**src/design/cles_pkg.sv**
```systemverilog
// Shared types, constants and constant-scaling functions for the CCT light effect sequencer.
package cles_pkg;

	localparam int TEMP_W  = 14;
	localparam int LIGHT_W = 7;
	localparam int CMP_W   = 10;
	localparam int MCAND_W = 24;
	localparam int PROD_W  = 31;
	localparam int DEN_W   = 21;
	localparam int QUO_W   = 11;

	localparam logic [CMP_W-1:0]   CMP_MAX      = 10'd550;
	localparam logic [QUO_W-1:0]   CMP_MAX_Q    = 11'd550;
	localparam logic [QUO_W-1:0]   CMP_MIN_Q    = 11'd20;
	localparam logic [LIGHT_W-1:0] PCT_FULL     = 7'd100;
	localparam logic [4:0]         STEP_LAST    = 5'd29;
	localparam logic [8:0]         BLINK_LAST   = 9'd399;
	localparam logic [8:0]         BLINK_ON     = 9'd200;
	localparam logic [8:0]         BLINK_OFF    = 9'd0;
	localparam logic [TEMP_W:0]    SWEEP_STEP   = 15'd50;

	localparam logic [1:0] MODE_NONE    = 2'd0;
	localparam logic [1:0] MODE_BREATHE = 2'd1;
	localparam logic [1:0] MODE_BLINK   = 2'd2;
	localparam logic [1:0] MODE_SWEEP   = 2'd3;

	localparam logic CFG_WARM = 1'b0;
	localparam logic CFG_COLD = 1'b1;

	typedef struct packed {
		logic               cmd;
		logic               active;
		logic [1:0]         sub_mode;
		logic [TEMP_W-1:0]  temperature;
		logic [LIGHT_W-1:0] lightness;
	} in_item_t;

	typedef struct packed {
		logic [CMP_W-1:0] warm_compare;
		logic [CMP_W-1:0] cold_compare;
		logic             changed;
	} out_item_t;

	typedef struct packed {
		logic               start;
		logic [MCAND_W-1:0] mcand;
		logic [LIGHT_W-1:0] light;
		logic [DEN_W-1:0]   den;
	} lane_req_t;

	typedef struct packed {
		logic             busy;
		logic [CMP_W-1:0] cmp;
	} lane_rsp_t;

	function automatic logic [MCAND_W-1:0] scale_warm(input logic [TEMP_W-1:0] d);
		return {10'd0, d} * 24'd530;
	endfunction

	function automatic logic [MCAND_W-1:0] scale_cold(input logic [TEMP_W-1:0] d);
		return {10'd0, d} * 24'd1000;
	endfunction

	function automatic logic [DEN_W-1:0] scale_den(input logic [TEMP_W-1:0] d);
		return {7'd0, d} * 21'd100;
	endfunction

endpackage

```
**src/design/cct_light_effect_sequencer_unit.sv**
```systemverilog
// Top level of the CCT light effect sequencer: effect state, job sequencing and output register.
// Usage:
//   Input channel (in_valid / in_stall / in_data) carries set-colour commands and 1 ms ticks.
//   Output channel (out_valid / out_stall / out_data) returns one result per request: the
//   warm and cold compare values after the request and a flag set when they were rewritten.
//   Configuration (cfg_we / cfg_index / cfg_data) writes the warm bound (index 0) and the cold
//   bound (index 1); write only while the block is idle.
// Sequence: a request that does not recompute the compares goes straight to the output load;
//   a recompute with an empty span runs clamp, operand load with zeroing, output load. Otherwise
//   a recompute runs clamp, operand load, a multiply step per brightness bit and a divide step
//   per quotient bit in two lanes that run side by side, lane pick-up, output load.
// Throughput: one request at a time; the next request is taken the cycle after the current
//   result has been loaded into the output register.
// Reset: compares 0, brightness ramp at 100 going down, saved brightness 50, warm bound 2700,
//   cold bound 6500, no result pending.
// Stall: a result waits in the output register while out_stall is high; the next request may
//   be accepted and worked on meanwhile, and its result is held until the register frees.
module cct_light_effect_sequencer_unit (
	input  logic                           clk,
	input  logic                           arst_n,
	input  logic                           in_valid,
	output logic                           in_stall,
	input  cles_pkg::in_item_t             in_data,
	output logic                           out_valid,
	input  logic                           out_stall,
	output cles_pkg::out_item_t            out_data,
	input  logic                           cfg_we,
	input  logic                           cfg_index,
	input  logic [cles_pkg::TEMP_W-1:0]    cfg_data
);

	typedef enum logic [4:0] {
		S_IDLE  = 5'b00001,
		S_CLAMP = 5'b00010,
		S_LOAD  = 5'b00100,
		S_CALC  = 5'b01000,
		S_OUT   = 5'b10000
	} state_t;

	state_t                         state_q;
	logic [cles_pkg::TEMP_W-1:0]    warm_bound_q;
	logic [cles_pkg::TEMP_W-1:0]    cold_bound_q;
	logic [cles_pkg::CMP_W-1:0]     warm_reg_q;
	logic [cles_pkg::CMP_W-1:0]     cold_reg_q;
	logic [4:0]                     ph30_q;
	logic [8:0]                     ph400_q;
	logic [cles_pkg::LIGHT_W-1:0]   fade_q;
	logic                           going_up_q;
	logic [1:0]                     prev_mode_q;
	logic [cles_pkg::TEMP_W-1:0]    effect_temp_q;
	logic [cles_pkg::TEMP_W-1:0]    sweep_temp_q;
	logic [cles_pkg::LIGHT_W-1:0]   effect_light_q;
	logic [cles_pkg::TEMP_W-1:0]    saved_temp_q;
	logic [cles_pkg::LIGHT_W-1:0]   saved_light_q;
	logic [cles_pkg::TEMP_W-1:0]    job_t_q;
	logic [cles_pkg::LIGHT_W-1:0]   job_l_q;
	logic                           job_set_q;
	logic                           job_chg_q;
	logic [cles_pkg::TEMP_W-1:0]    tc_q;
	logic                           out_valid_q;
	cles_pkg::out_item_t            out_data_q;

	logic                           in_acc;
	logic                           out_free;
	logic [4:0]                     ph30_inc;
	logic [8:0]                     ph400_inc;
	logic                           mode_chg;
	logic [cles_pkg::TEMP_W-1:0]    et;
	logic [cles_pkg::TEMP_W-1:0]    st;
	logic [cles_pkg::LIGHT_W-1:0]   el;
	logic                           step30;
	logic [cles_pkg::LIGHT_W-1:0]   fade_nx;
	logic                           up_fade_nx;
	logic [cles_pkg::TEMP_W:0]      s_dn;
	logic [cles_pkg::TEMP_W:0]      s_up;
	logic [cles_pkg::TEMP_W-1:0]    sweep_nx;
	logic                           up_sweep_nx;
	logic                           recalc;
	logic                           chg_now;
	logic [cles_pkg::TEMP_W-1:0]    tc;
	logic                           span_empty;
	cles_pkg::lane_req_t            warm_req;
	cles_pkg::lane_req_t            cold_req;
	cles_pkg::lane_rsp_t            warm_rsp;
	cles_pkg::lane_rsp_t            cold_rsp;

	assign in_acc   = in_valid && (state_q == S_IDLE);
	assign in_stall = (state_q != S_IDLE);
	assign out_free = !out_valid_q || !out_stall;

	assign ph30_inc  = (ph30_q == cles_pkg::STEP_LAST) ? 5'd0 : ph30_q + 5'd1;
	assign ph400_inc = (ph400_q == cles_pkg::BLINK_LAST) ? 9'd0 : ph400_q + 9'd1;
	assign step30    = (ph30_inc == 5'd0);

	assign mode_chg = (prev_mode_q != in_data.sub_mode);
	assign et       = mode_chg ? saved_temp_q  : effect_temp_q;
	assign st       = mode_chg ? saved_temp_q  : sweep_temp_q;
	assign el       = mode_chg ? saved_light_q : effect_light_q;

	// breathing ramp: turn at 0 and at full
	always_comb begin
		if (!going_up_q) begin
			if (fade_q <= 7'd1) begin
				fade_nx    = '0;
				up_fade_nx = 1'b1;
			end else begin
				fade_nx    = fade_q - 7'd1;
				up_fade_nx = 1'b0;
			end
		end else begin
			if (({1'b0, fade_q} + 8'd1) >= {1'b0, cles_pkg::PCT_FULL}) begin
				fade_nx    = cles_pkg::PCT_FULL;
				up_fade_nx = 1'b0;
			end else begin
				fade_nx    = fade_q + 7'd1;
				up_fade_nx = 1'b1;
			end
		end
	end

	assign s_dn = {1'b0, st} - cles_pkg::SWEEP_STEP;
	assign s_up = {1'b0, st} + cles_pkg::SWEEP_STEP;

	// temperature sweep: stop at the bounds and turn
	always_comb begin
		if (!going_up_q) begin
			if ($signed(s_dn) <= $signed({1'b0, warm_bound_q})) begin
				sweep_nx    = warm_bound_q;
				up_sweep_nx = 1'b1;
			end else begin
				sweep_nx    = s_dn[cles_pkg::TEMP_W-1:0];
				up_sweep_nx = 1'b0;
			end
		end else begin
			if (s_up >= {1'b0, cold_bound_q}) begin
				sweep_nx    = cold_bound_q;
				up_sweep_nx = 1'b0;
			end else begin
				sweep_nx    = s_up[cles_pkg::TEMP_W-1:0];
				up_sweep_nx = 1'b1;
			end
		end
	end

	// decide whether the request recomputes and whether it rewrites the compares
	always_comb begin
		recalc  = 1'b0;
		chg_now = 1'b0;
		if (in_data.cmd) begin
			recalc  = 1'b1;
			chg_now = 1'b1;
		end else if (in_data.active) begin
			unique case (in_data.sub_mode)
				cles_pkg::MODE_BREATHE: begin
					recalc  = step30;
					chg_now = step30;
				end
				cles_pkg::MODE_BLINK: begin
					recalc  = (ph400_inc == cles_pkg::BLINK_ON);
					chg_now = (ph400_inc == cles_pkg::BLINK_ON) ||
						(ph400_inc == cles_pkg::BLINK_OFF);
				end
				cles_pkg::MODE_SWEEP: begin
					recalc  = step30;
					chg_now = step30;
				end
				default: ;
			endcase
		end
	end

	always_comb begin
		if (job_t_q < warm_bound_q) begin
			tc = warm_bound_q;
		end else if (job_t_q > cold_bound_q) begin
			tc = cold_bound_q;
		end else begin
			tc = job_t_q;
		end
		if (tc > cold_bound_q) begin
			tc = cold_bound_q;
		end
	end

	assign span_empty = (cold_bound_q <= warm_bound_q);

	assign warm_req.start = (state_q == S_LOAD) && !span_empty;
	assign warm_req.mcand = cles_pkg::scale_warm(cold_bound_q - tc_q);
	assign warm_req.light = job_l_q;
	assign warm_req.den   = cles_pkg::scale_den(cold_bound_q - warm_bound_q);

	assign cold_req.start = (state_q == S_LOAD) && !span_empty;
	assign cold_req.mcand = cles_pkg::scale_cold(tc_q - warm_bound_q);
	assign cold_req.light = job_l_q;
	assign cold_req.den   = cles_pkg::scale_den(cold_bound_q - warm_bound_q);

	cles_lane u_warm_lane (
		.clk    (clk),
		.arst_n (arst_n),
		.req    (warm_req),
		.rsp    (warm_rsp)
	);

	cles_lane u_cold_lane (
		.clk    (clk),
		.arst_n (arst_n),
		.req    (cold_req),
		.rsp    (cold_rsp)
	);

	always_ff @(posedge clk or negedge arst_n) begin
		if (!arst_n) begin
			warm_bound_q <= 14'd2700;
			cold_bound_q <= 14'd6500;
		end else if (cfg_we) begin
			unique case (cfg_index)
				cles_pkg::CFG_WARM: warm_bound_q <= cfg_data;
				cles_pkg::CFG_COLD: cold_bound_q <= cfg_data;
				default: ;
			endcase
		end
	end

	always_ff @(posedge clk or negedge arst_n) begin
		if (!arst_n) begin
			out_valid_q <= 1'b0;
		end else if ((state_q == S_OUT) && out_free) begin
			out_valid_q <= 1'b1;
		end else if (!out_stall) begin
			out_valid_q <= 1'b0;
		end
	end

	always_ff @(posedge clk or negedge arst_n) begin
		if (!arst_n) begin
			state_q        <= S_IDLE;
			warm_reg_q     <= '0;
			cold_reg_q     <= '0;
			ph30_q         <= '0;
			ph400_q        <= '0;
			fade_q         <= cles_pkg::PCT_FULL;
			going_up_q     <= 1'b0;
			prev_mode_q    <= cles_pkg::MODE_NONE;
			effect_temp_q  <= '0;
			sweep_temp_q   <= '0;
			effect_light_q <= '0;
			saved_temp_q   <= '0;
			saved_light_q  <= 7'd50;
			job_t_q        <= '0;
			job_l_q        <= '0;
			job_set_q      <= 1'b0;
			job_chg_q      <= 1'b0;
			tc_q           <= '0;
			out_data_q     <= '0;
		end else begin
			unique case (state_q)
				S_IDLE: begin
					if (in_acc) begin
						job_set_q <= in_data.cmd;
						job_chg_q <= chg_now;
						state_q   <= recalc ? S_CLAMP : S_OUT;
						if (in_data.cmd) begin
							job_t_q <= in_data.temperature;
							job_l_q <= in_data.lightness;
						end else if (in_data.active) begin
							ph30_q         <= ph30_inc;
							ph400_q        <= ph400_inc;
							prev_mode_q    <= in_data.sub_mode;
							effect_temp_q  <= et;
							sweep_temp_q   <= ((in_data.sub_mode == cles_pkg::MODE_SWEEP) &&
								step30) ? sweep_nx : st;
							effect_light_q <= el;
							unique case (in_data.sub_mode)
								cles_pkg::MODE_BREATHE: begin
									if (step30) begin
										fade_q     <= fade_nx;
										going_up_q <= up_fade_nx;
										job_t_q    <= et;
										job_l_q    <= fade_nx;
									end
								end
								cles_pkg::MODE_BLINK: begin
									if (ph400_inc == cles_pkg::BLINK_ON) begin
										job_t_q <= et;
										job_l_q <= el;
									end else if (ph400_inc == cles_pkg::BLINK_OFF) begin
										warm_reg_q <= '0;
										cold_reg_q <= '0;
									end
								end
								cles_pkg::MODE_SWEEP: begin
									if (step30) begin
										going_up_q <= up_sweep_nx;
										job_t_q    <= sweep_nx;
										job_l_q    <= el;
									end
								end
								default: ;
							endcase
						end
					end
				end
				S_CLAMP: begin
					tc_q <= tc;
					if (job_set_q) begin
						saved_temp_q  <= tc;
						saved_light_q <= job_l_q;
					end
					state_q <= S_LOAD;
				end
				S_LOAD: begin
					if (span_empty) begin
						warm_reg_q <= '0;
						cold_reg_q <= '0;
						state_q    <= S_OUT;
					end else begin
						state_q <= S_CALC;
					end
				end
				S_CALC: begin
					if (!warm_rsp.busy && !cold_rsp.busy) begin
						warm_reg_q <= warm_rsp.cmp;
						cold_reg_q <= cold_rsp.cmp;
						state_q    <= S_OUT;
					end
				end
				S_OUT: begin
					// hold until the output register frees
					if (out_free) begin
						out_data_q.warm_compare <= warm_reg_q;
						out_data_q.cold_compare <= cold_reg_q;
						out_data_q.changed      <= job_chg_q;
						state_q                 <= S_IDLE;
					end
				end
				default: state_q <= S_IDLE;
			endcase
		end
	end

	assign out_valid = out_valid_q;
	assign out_data  = out_data_q;

endmodule

```
**src/design/cles_lane.sv**
```systemverilog
// One compare lane: bit-serial multiply by brightness, then bit-serial restoring division.
module cles_lane (
	input  logic                clk,
	input  logic                arst_n,
	input  cles_pkg::lane_req_t req,
	output cles_pkg::lane_rsp_t rsp
);

	typedef enum logic [2:0] {
		L_IDLE = 3'b001,
		L_MUL  = 3'b010,
		L_DIV  = 3'b100
	} lane_state_t;

	lane_state_t                       state_q;
	logic [3:0]                        cnt_q;
	logic [cles_pkg::PROD_W-1:0]       mcand_q;
	logic [cles_pkg::LIGHT_W-1:0]      mplier_q;
	logic [cles_pkg::PROD_W-1:0]       acc_q;
	logic [cles_pkg::DEN_W-1:0]        den_q;
	logic [cles_pkg::DEN_W-1:0]        rem_q;
	logic [cles_pkg::QUO_W-1:0]        lo_q;
	logic [cles_pkg::QUO_W-1:0]        quo_q;
	logic [cles_pkg::CMP_W-1:0]        cmp_q;

	logic [cles_pkg::PROD_W-1:0]       acc_nx;
	logic [cles_pkg::DEN_W:0]          trial;
	logic                              qbit;
	logic [cles_pkg::DEN_W:0]          trial_sub;
	logic [cles_pkg::QUO_W-1:0]        quo_nx;

	assign acc_nx    = mplier_q[0] ? acc_q + mcand_q : acc_q;
	assign trial     = {rem_q, lo_q[cles_pkg::QUO_W-1]};
	assign qbit      = trial >= {1'b0, den_q};
	assign trial_sub = trial - {1'b0, den_q};
	assign quo_nx    = {quo_q[cles_pkg::QUO_W-2:0], qbit};

	always_ff @(posedge clk or negedge arst_n) begin
		if (!arst_n) begin
			state_q  <= L_IDLE;
			cnt_q    <= '0;
			mcand_q  <= '0;
			mplier_q <= '0;
			acc_q    <= '0;
			den_q    <= '0;
			rem_q    <= '0;
			lo_q     <= '0;
			quo_q    <= '0;
			cmp_q    <= '0;
		end else begin
			unique case (state_q)
				L_IDLE: begin
					if (req.start) begin
						mcand_q  <= {7'd0, req.mcand};
						mplier_q <= req.light;
						acc_q    <= '0;
						den_q    <= req.den;
						cnt_q    <= '0;
						state_q  <= L_MUL;
					end
				end
				L_MUL: begin
					// add one brightness bit per cycle
					acc_q    <= acc_nx;
					mcand_q  <= {mcand_q[cles_pkg::PROD_W-2:0], 1'b0};
					mplier_q <= {1'b0, mplier_q[cles_pkg::LIGHT_W-1:1]};
					cnt_q    <= cnt_q + 4'd1;
					if (cnt_q == 4'(cles_pkg::LIGHT_W - 1)) begin
						// quotient fits in QUO_W bits, so the upper part is already below den
						rem_q   <= {1'b0, acc_nx[cles_pkg::PROD_W-1:cles_pkg::QUO_W]};
						lo_q    <= acc_nx[cles_pkg::QUO_W-1:0];
						quo_q   <= '0;
						cnt_q   <= '0;
						state_q <= L_DIV;
					end
				end
				L_DIV: begin
					rem_q <= qbit ? trial_sub[cles_pkg::DEN_W-1:0] : trial[cles_pkg::DEN_W-1:0];
					lo_q  <= {lo_q[cles_pkg::QUO_W-2:0], 1'b0};
					quo_q <= quo_nx;
					cnt_q <= cnt_q + 4'd1;
					if (cnt_q == 4'(cles_pkg::QUO_W - 1)) begin
						if (quo_nx > cles_pkg::CMP_MAX_Q) begin
							cmp_q <= cles_pkg::CMP_MAX;
						end else if (quo_nx < cles_pkg::CMP_MIN_Q) begin
							cmp_q <= '0;
						end else begin
							cmp_q <= quo_nx[cles_pkg::CMP_W-1:0];
						end
						state_q <= L_IDLE;
					end
				end
				default: state_q <= L_IDLE;
			endcase
		end
	end

	assign rsp.busy = (state_q != L_IDLE);
	assign rsp.cmp  = cmp_q;

endmodule

```
**config.mk**
```make
export PLATFORM = sky130hd
export DESIGN_NAME = cct_light_effect_sequencer_unit
export DESIGN_NICKNAME = d
export VERILOG_FILES = /design/src/design/cles_pkg.sv /design/src/design/cct_light_effect_sequencer_unit.sv /design/src/design/cles_lane.sv
export SDC_FILE = /design/constraint.sdc
export NUM_CORES = 2
export LEC_CHECK = 0
export BUFFER_PORTS_ARGS = -buffer_cell sky130_fd_sc_hd__buf_2
export CORE_MARGIN = 3
export CORE_UTILIZATION = 40
export CTS_CLUSTER_DIAMETER = 30
export DETAILED_ROUTE_END_ITERATION = 8
export HOLD_SLACK_MARGIN = 0.05
export PLACE_DENSITY = 0.65
export SLEW_MARGIN = 20
export SYNTH_ARGS = -nofsm -noshare
export SYNTH_HDL_FRONTEND = slang
export SYNTH_SLANG_ARGS = --single-unit
```
**constraint.sdc**
```tcl
create_clock -name clk -period 17.2 [get_ports clk]
set_clock_uncertainty 0.15 [all_clocks]
set_input_delay 1.72 -clock clk [delete_from_list [all_inputs] [get_ports clk]]
set_output_delay 1.72 -clock clk [all_outputs]
set_load 0.03 [all_outputs]
```
### Word-level counts from Yosys, hierarchy flattened

Index checks and enable logic that the tools add are counted.

| storage, ports and cells | value |
|---|---|
| register bits after elaboration | 486 |
| output and inout bits | 23 |

| operators by class | value |
|---|---|
| add/subtract/negate cells | 16 |
| multipliers | 3 |
| order comparisons | 14 |
| eq/ne operators | 46 |
| muxes and demuxes | 103 |
| bitwise operators | 2 |
| reductions and logical operators | 48 |

Operator list:

| operator | count |
|---|---|
| 31-bit one-hot mux with 2 select lines | 4 |
| 14-bit 2-to-1 mux | 14 |
| 31-bit 2-to-1 mux | 5 |
| 10-bit 2-to-1 mux | 15 |
| 21-bit 2-to-1 mux | 4 |
| 21-bit one-hot mux with 2 select lines | 2 |
| 7-bit 2-to-1 mux | 10 |
| 31-bit adder | 2 |
| 10-bit one-hot mux with 3 select lines | 2 |
| 22-bit by 21-bit greater-or-equal comparator with 1-bit output | 2 |
| 11-bit one-hot mux with 2 select lines | 2 |
| 14-bit one-hot mux with 3 select lines | 1 |
| 14-bit subtractor | 3 |
| 21-bit subtractor | 2 |
| 10-bit one-hot mux with 2 select lines | 2 |
| 5-bit 2-to-1 mux | 6 |
| 2-bit AND reduction | 15 |
| 14-bit greater-than comparator | 2 |
| 7-bit one-hot mux with 2 select lines | 2 |
| 5-bit one-hot mux with 5 select lines | 1 |
| 4-bit one-hot mux with 3 select lines | 2 |
| 14-bit by 9-bit multiplier with 23-bit output (second input constant) | 1 |
| 11-bit by 10-bit greater-than comparator with 1-bit output (second input constant) | 2 |
| 11-bit by 5-bit less-than comparator with 1-bit output (second input constant) | 2 |
| other kinds (59) | 129 |

### Logic depth before layout (Yosys ltp)

| depth | value |
|---|---|
| depth after elaboration | 10 |
| gate-level depth with buffers | 30 |
| mapped depth without buffers | 30 |

### By module

A second synthesis with hierarchy kept.

| second synthesis, totals | value |
|---|---|
| cell total of the unflattened synthesis | 4285 |
| area, all modules | 37831.3 um^2 |

By module, submodules not included:

| module | instances | cells an instance | area each (um^2) | sequential area each (um^2) |
|---|---|---|---|---|
| cct_light_effect_sequencer_unit | 1 | 2136 | 19218.4 | 4827.1 |
| cles_lane at u_cold_lane | 1 | 1122 | 9535.4 | 3729.8 |
| cles_lane at u_warm_lane | 1 | 1027 | 9077.5 | 3729.8 |

### Worst setup path after synthesis

Ideal clock, no wire load.

| timing | value |
|---|---|
| kind | reg2reg |
| from | register warm_bound_q[2] (netlist name) |
| to | register u_cold_lane.mcand_q[22] (netlist name) |
| setup time | 0.136 ns |
| data arrival time | 6.177 ns |
| slack | 10.737 ns |
| stages on the path, launching flop included | 29 |
| clock period less this slack | 6.463 ns |
| cells stage by stage | dfstp_2 inv_1 ha_1 nor2b_1 o21ai_0 a21boi_0 o21ai_0 a21boi_0 nor2_1 xnor2_1 inv_1 ha_1 inv_1 fa_1 inv_1 fa_1 inv_1 fa_1 inv_1 ha_1 and2_1 o21ai_0 o31ai_1 or4_1 a31o_2 a21oi_1 nor4bb_1 a31oi_1 o21ai_0 |

| on the way | value |
|---|---|
| longest elaborated chain between the ends | 5 |
| elaborated cells on any way between the ends | 9 |
| classes of those cells | 1 x add/sub; 1 x mul; 1 x order compare; 1 x eq/ne; 2 x mux; 3 x reduce/logical |

Ends and longest elaborated chain:

| what | RTL line | text |
|---|---|---|
| start, declared | cct_light_effect_sequencer_unit.sv:41 | `logic [cles_pkg::TEMP_W-1:0] warm_bound_q;` |
| start signal, assigned | cct_light_effect_sequencer_unit.sv:217 | `cles_pkg::CFG_WARM: warm_bound_q <= cfg_data;` |
| branches (longest 5 deep; another with 14-bit by 7-bit multiplier with 21-bit output) | -- |  |
| end signal, assigned | cles_lane.sv:54 | `mcand_q <= {7'd0, req.mcand};` |
| end signal, assigned | cles_lane.sv:65 | `mcand_q <= {mcand_q[cles_pkg::PROD_W-2:0], 1'b0};` |
| end, declared | cles_lane.sv:17 | `logic [cles_pkg::PROD_W-1:0] mcand_q;` |

Several ways; the timed one is not identified. The select of a mux whose other input is x is not followed.
A chain may end at the register's enable or synchronous reset.

### Worst setup path after layout

| timing | value |
|---|---|
| from | register warm_bound_q[2] (netlist name) |
| to | register u_cold_lane.mcand_q[23] (netlist name) |

The elaborated chain is that of the path after synthesis.

==> flow_summary.yaml <==
status:
  run_status: "finished, final reports clean"
timing:
  setup_viol: 0
  hold_viol_final: 0
  relSlewSlack_pct: 23.9
  fin_crit_ns: 7.55
  timing.fmax_mhz: 133
  worst_pin_slew_ns: 1.14
  fin_crit_sh_pct: 43.9
  slew_violations: 0
  fin_setup_tns_ns: 0
  rsz0062_at_grt: "false"
placed_design:
  place.gp.congestion: 0.919
  io_buffers: 67
  place_hpwl_mm: 68.5
  dpl.cell_count: 5011
critical_path:
  worst-path-buf-inv: 4
  rr_worst_depth: 25
  r2r_end: "u_cold_lane.mcand_q[23]"
  cp.arrival_ns: 7.93
  critical_path.top_delay_family: "adder cells"
  setup.worst_path.class: "reg2reg"
  crit_top_cell: "inv_1"
  reg2reg_slack_ns: 9.65
  endpoint_kind: "register"
  worstPathRequired_ns: 17.59
  rr_startpoint: "warm_bound_q[2]"
  crit_slowest_cell: "xnor2_1"
  start_kind: "register"
  crit_path_max_incr_delay_ns: 0.79
  crit_fanout: 11
floorplanning:
  rows: 108
  io_pins: 68
  die_h_um: 303
  start_util_pct: 40.5
  dieWidth_um: 303
  dieArea_mm2: 0.0917
  core_area_mm2: 0.0870
logic_synthesis:
  synth_top_family_by_area: "compound AO/OA/AOI/OAI gates"
  synth_compound_area_share_pct: 18.8
  synth_cell_types: 91
  async_flop_share_pct: 100
  postSynthAreaPerCell_um2: 9.00
  mappedNetlistArea_mm2: 0.0352
  yosysSeqAreaShare_pct: 34.0
  ys_seq_elements: 478
  yosysWarnings: 0
  synth_fp_nets: 4378
  synth_xor_area_share_pct: 5.04
  syn_inst: 3914
  yosys.area_share.simple_pct: 14.4
  synthAdderAreaFrac_pct: 16.2
  ys.flop_type: "dfrtp_1"
  muxShareOfSynthArea_pct: 6.88
  synth-edff-count: 0
global_route:
  grt_overflow: 0
  grt_pass1_wl_mm: 150
  antenna_found_initial: 1
  grt_max_degree: 116
  grt_pass1_vias: 28400
  track_usage_pct: 20.2
clock_tree:
  ctsHoldBuffers: 0
  cts_setup_buffers: 0
  numCtsBuffers: 105
  clkTransAtPathRegs_ns: 0.05
  cts_tree: "done"
  cts_max_path_buffers: 3
  htreeDepth: 3
  cts_resized: 0
  cts_sinks: 478
  worstSkewPairLatency_ns: 0.67
  cts-root-buf: "clkbuf_16"
drt:
  wire_per_inst_um: 17.8
  drt_iter0_markers: 1936
  wl_mm: 92.8
  drcViolationCount: 0
  vias: 28900
  antenna_left: 0
  firstDrtPassIters: 6
  avgViaCountPerCell: 5.55
worst_hold_path:
  worstHoldEndpoint: "u_cold_lane.lo_q[1]"
  hold_path.class: "reg2reg"
  hp-start: "u_cold_lane.lo_q[0]"
  hold_depth: 2
final_layout:
  drive_above_1_share_pct: 12.2
  nNetsFinal: 4428
  areaGrowthSynthToFinish_pct: 14.8
  fin_cells: 5210
job:
  maxCapViolCount: 0
==> per-layer routing <==
layer | up-vias | part of all wire [%] | global-route usage [%] | wire length, µm
li1 | 14100 | - | - | -
met1 | 14000 | 46 | 27.3 | 42900
met2 | 590 | 46 | 32.8 | 42700
met3 | 176 | 4.4 | 3.38 | 4100
met4 | 0 | 3.3 | 7.10 | 3020
met5 | - | 0 | 0 | 0
==> cell usage after synthesis (all sizes together), types with 67 or more instances <==
cell	count	area (µm²)
a21oi	244	1220
clkbuf	138	519
dfrtp	458	11500
ha	360	4500
inv	269	1010
mux2	122	1370
mux2i	103	1050
nand2	452	1700
nand3	126	631
nor2	235	890
nor3	67	335
o21ai	344	1740
xnor2	134	1170
xor2	67	602
==> metrics by stage <==
stage	setup slack (ns)	hold WS (ns)	area [µm²]	util (%)
finish	9.65	0.316	40400	46.5
global route	9.05	0.346	40400	46.5
CTS	9.71	0.320	40400	46.4
detailed placement	9.75	0.305	36700	42.2
global placement	9.85	0.302	36700	42.2
floorplan	10.74	0.280	35200	-
==> sequential cells by signal, summed over array words and instances, names as in the netlist, 21 cells and up <==
signal               cells
u_warm_lane.acc_q       30
u_cold_lane.acc_q       28
u_cold_lane.mcand_q     28
u_cold_lane.rem_q       21
out_data                21
u_warm_lane.rem_q       21
u_warm_lane.mcand_q     30
==> worst min-delay path, stage by stage, from the launching register on <==
cell     delay, ns
dfrtp_1       0.34
nand2_1       0.05
nand2_1       0.05
==> cells by family (layout without fill, tap and decap cells) <==
family | Yosys count | count (layout)
AO/OA/AOI/OAI | 1051 | 1051
adder cells (fa/ha/maj) | 420 | 420
multiplexers | 225 | 225
XOR/XNOR | 201 | 201
AND/OR/NAND/NOR | 1108 | 1108
other | 0 | 1
buffers and inverters | 431 | 571
flip-flops | 478 | 478
==> layout by cell type, fill, tap and decap left out, drive strengths merged, types with 12 or more instances in the layout <==
cell type,instances
dfrtp,458
nand2,452
ha,360
o21ai,344
inv,283
a21oi,244
nor2,235
xnor2,134
clkbuf,133
nand3,126
mux2,122
buf,105
mux2i,103
nor3,67
xor2,67
fa,59
a22oi,57
a21o,56
a211oi,42
nor2b,35
nand2b,32
nand4,32
a31oi,30
clkinv,30
and3,28
o31ai,28
o21a,27
o211ai,24
a22o,23
a221o,21
o22ai,21
and2,21
dfstp,20
o21bai,19
a21boi,17
or2,17
nor4,13
bufinv,13
a221oi,12
==> area by class of cell <==
type | instances | area [µm²]
Fill cell | 8290 | 46600
Multi-Input combinational cell | 3005 | 21700
Sequential cell | 478 | 12000
Clock buffer | 133 | 2880
Tap cell | 1155 | 1450
Inverter | 269 | 1010
Clock inverter | 64 | 776
Timing Repair Buffer | 105 | 651
Antenna cell | 1 | 2.50
==> how the worst max path moves through the flow <==
stage | startpoint | to | slack, ns | cells after the start
6_report | warm_bound_q[2] | u_cold_lane.mcand_q[23] | 9.65 | 25
5_1_grt | warm_bound_q[2] | u_cold_lane.mcand_q[22] | 9.05 | 27
4_1_cts | warm_bound_q[2] | u_cold_lane.mcand_q[23] | 9.71 | 25
3_5_place_dp | warm_bound_q[2] | u_cold_lane.mcand_q[23] | 9.75 | 25
3_3_place_gp | in_data[22] | job_t_q[3] | 9.85 | 21
2_1_floorplan | warm_bound_q[2] | u_cold_lane.mcand_q[22] | 10.74 | 28
Power is not shown: default switching activity piles up to over one toggle a cycle in this logic, so the estimate is an artifact.
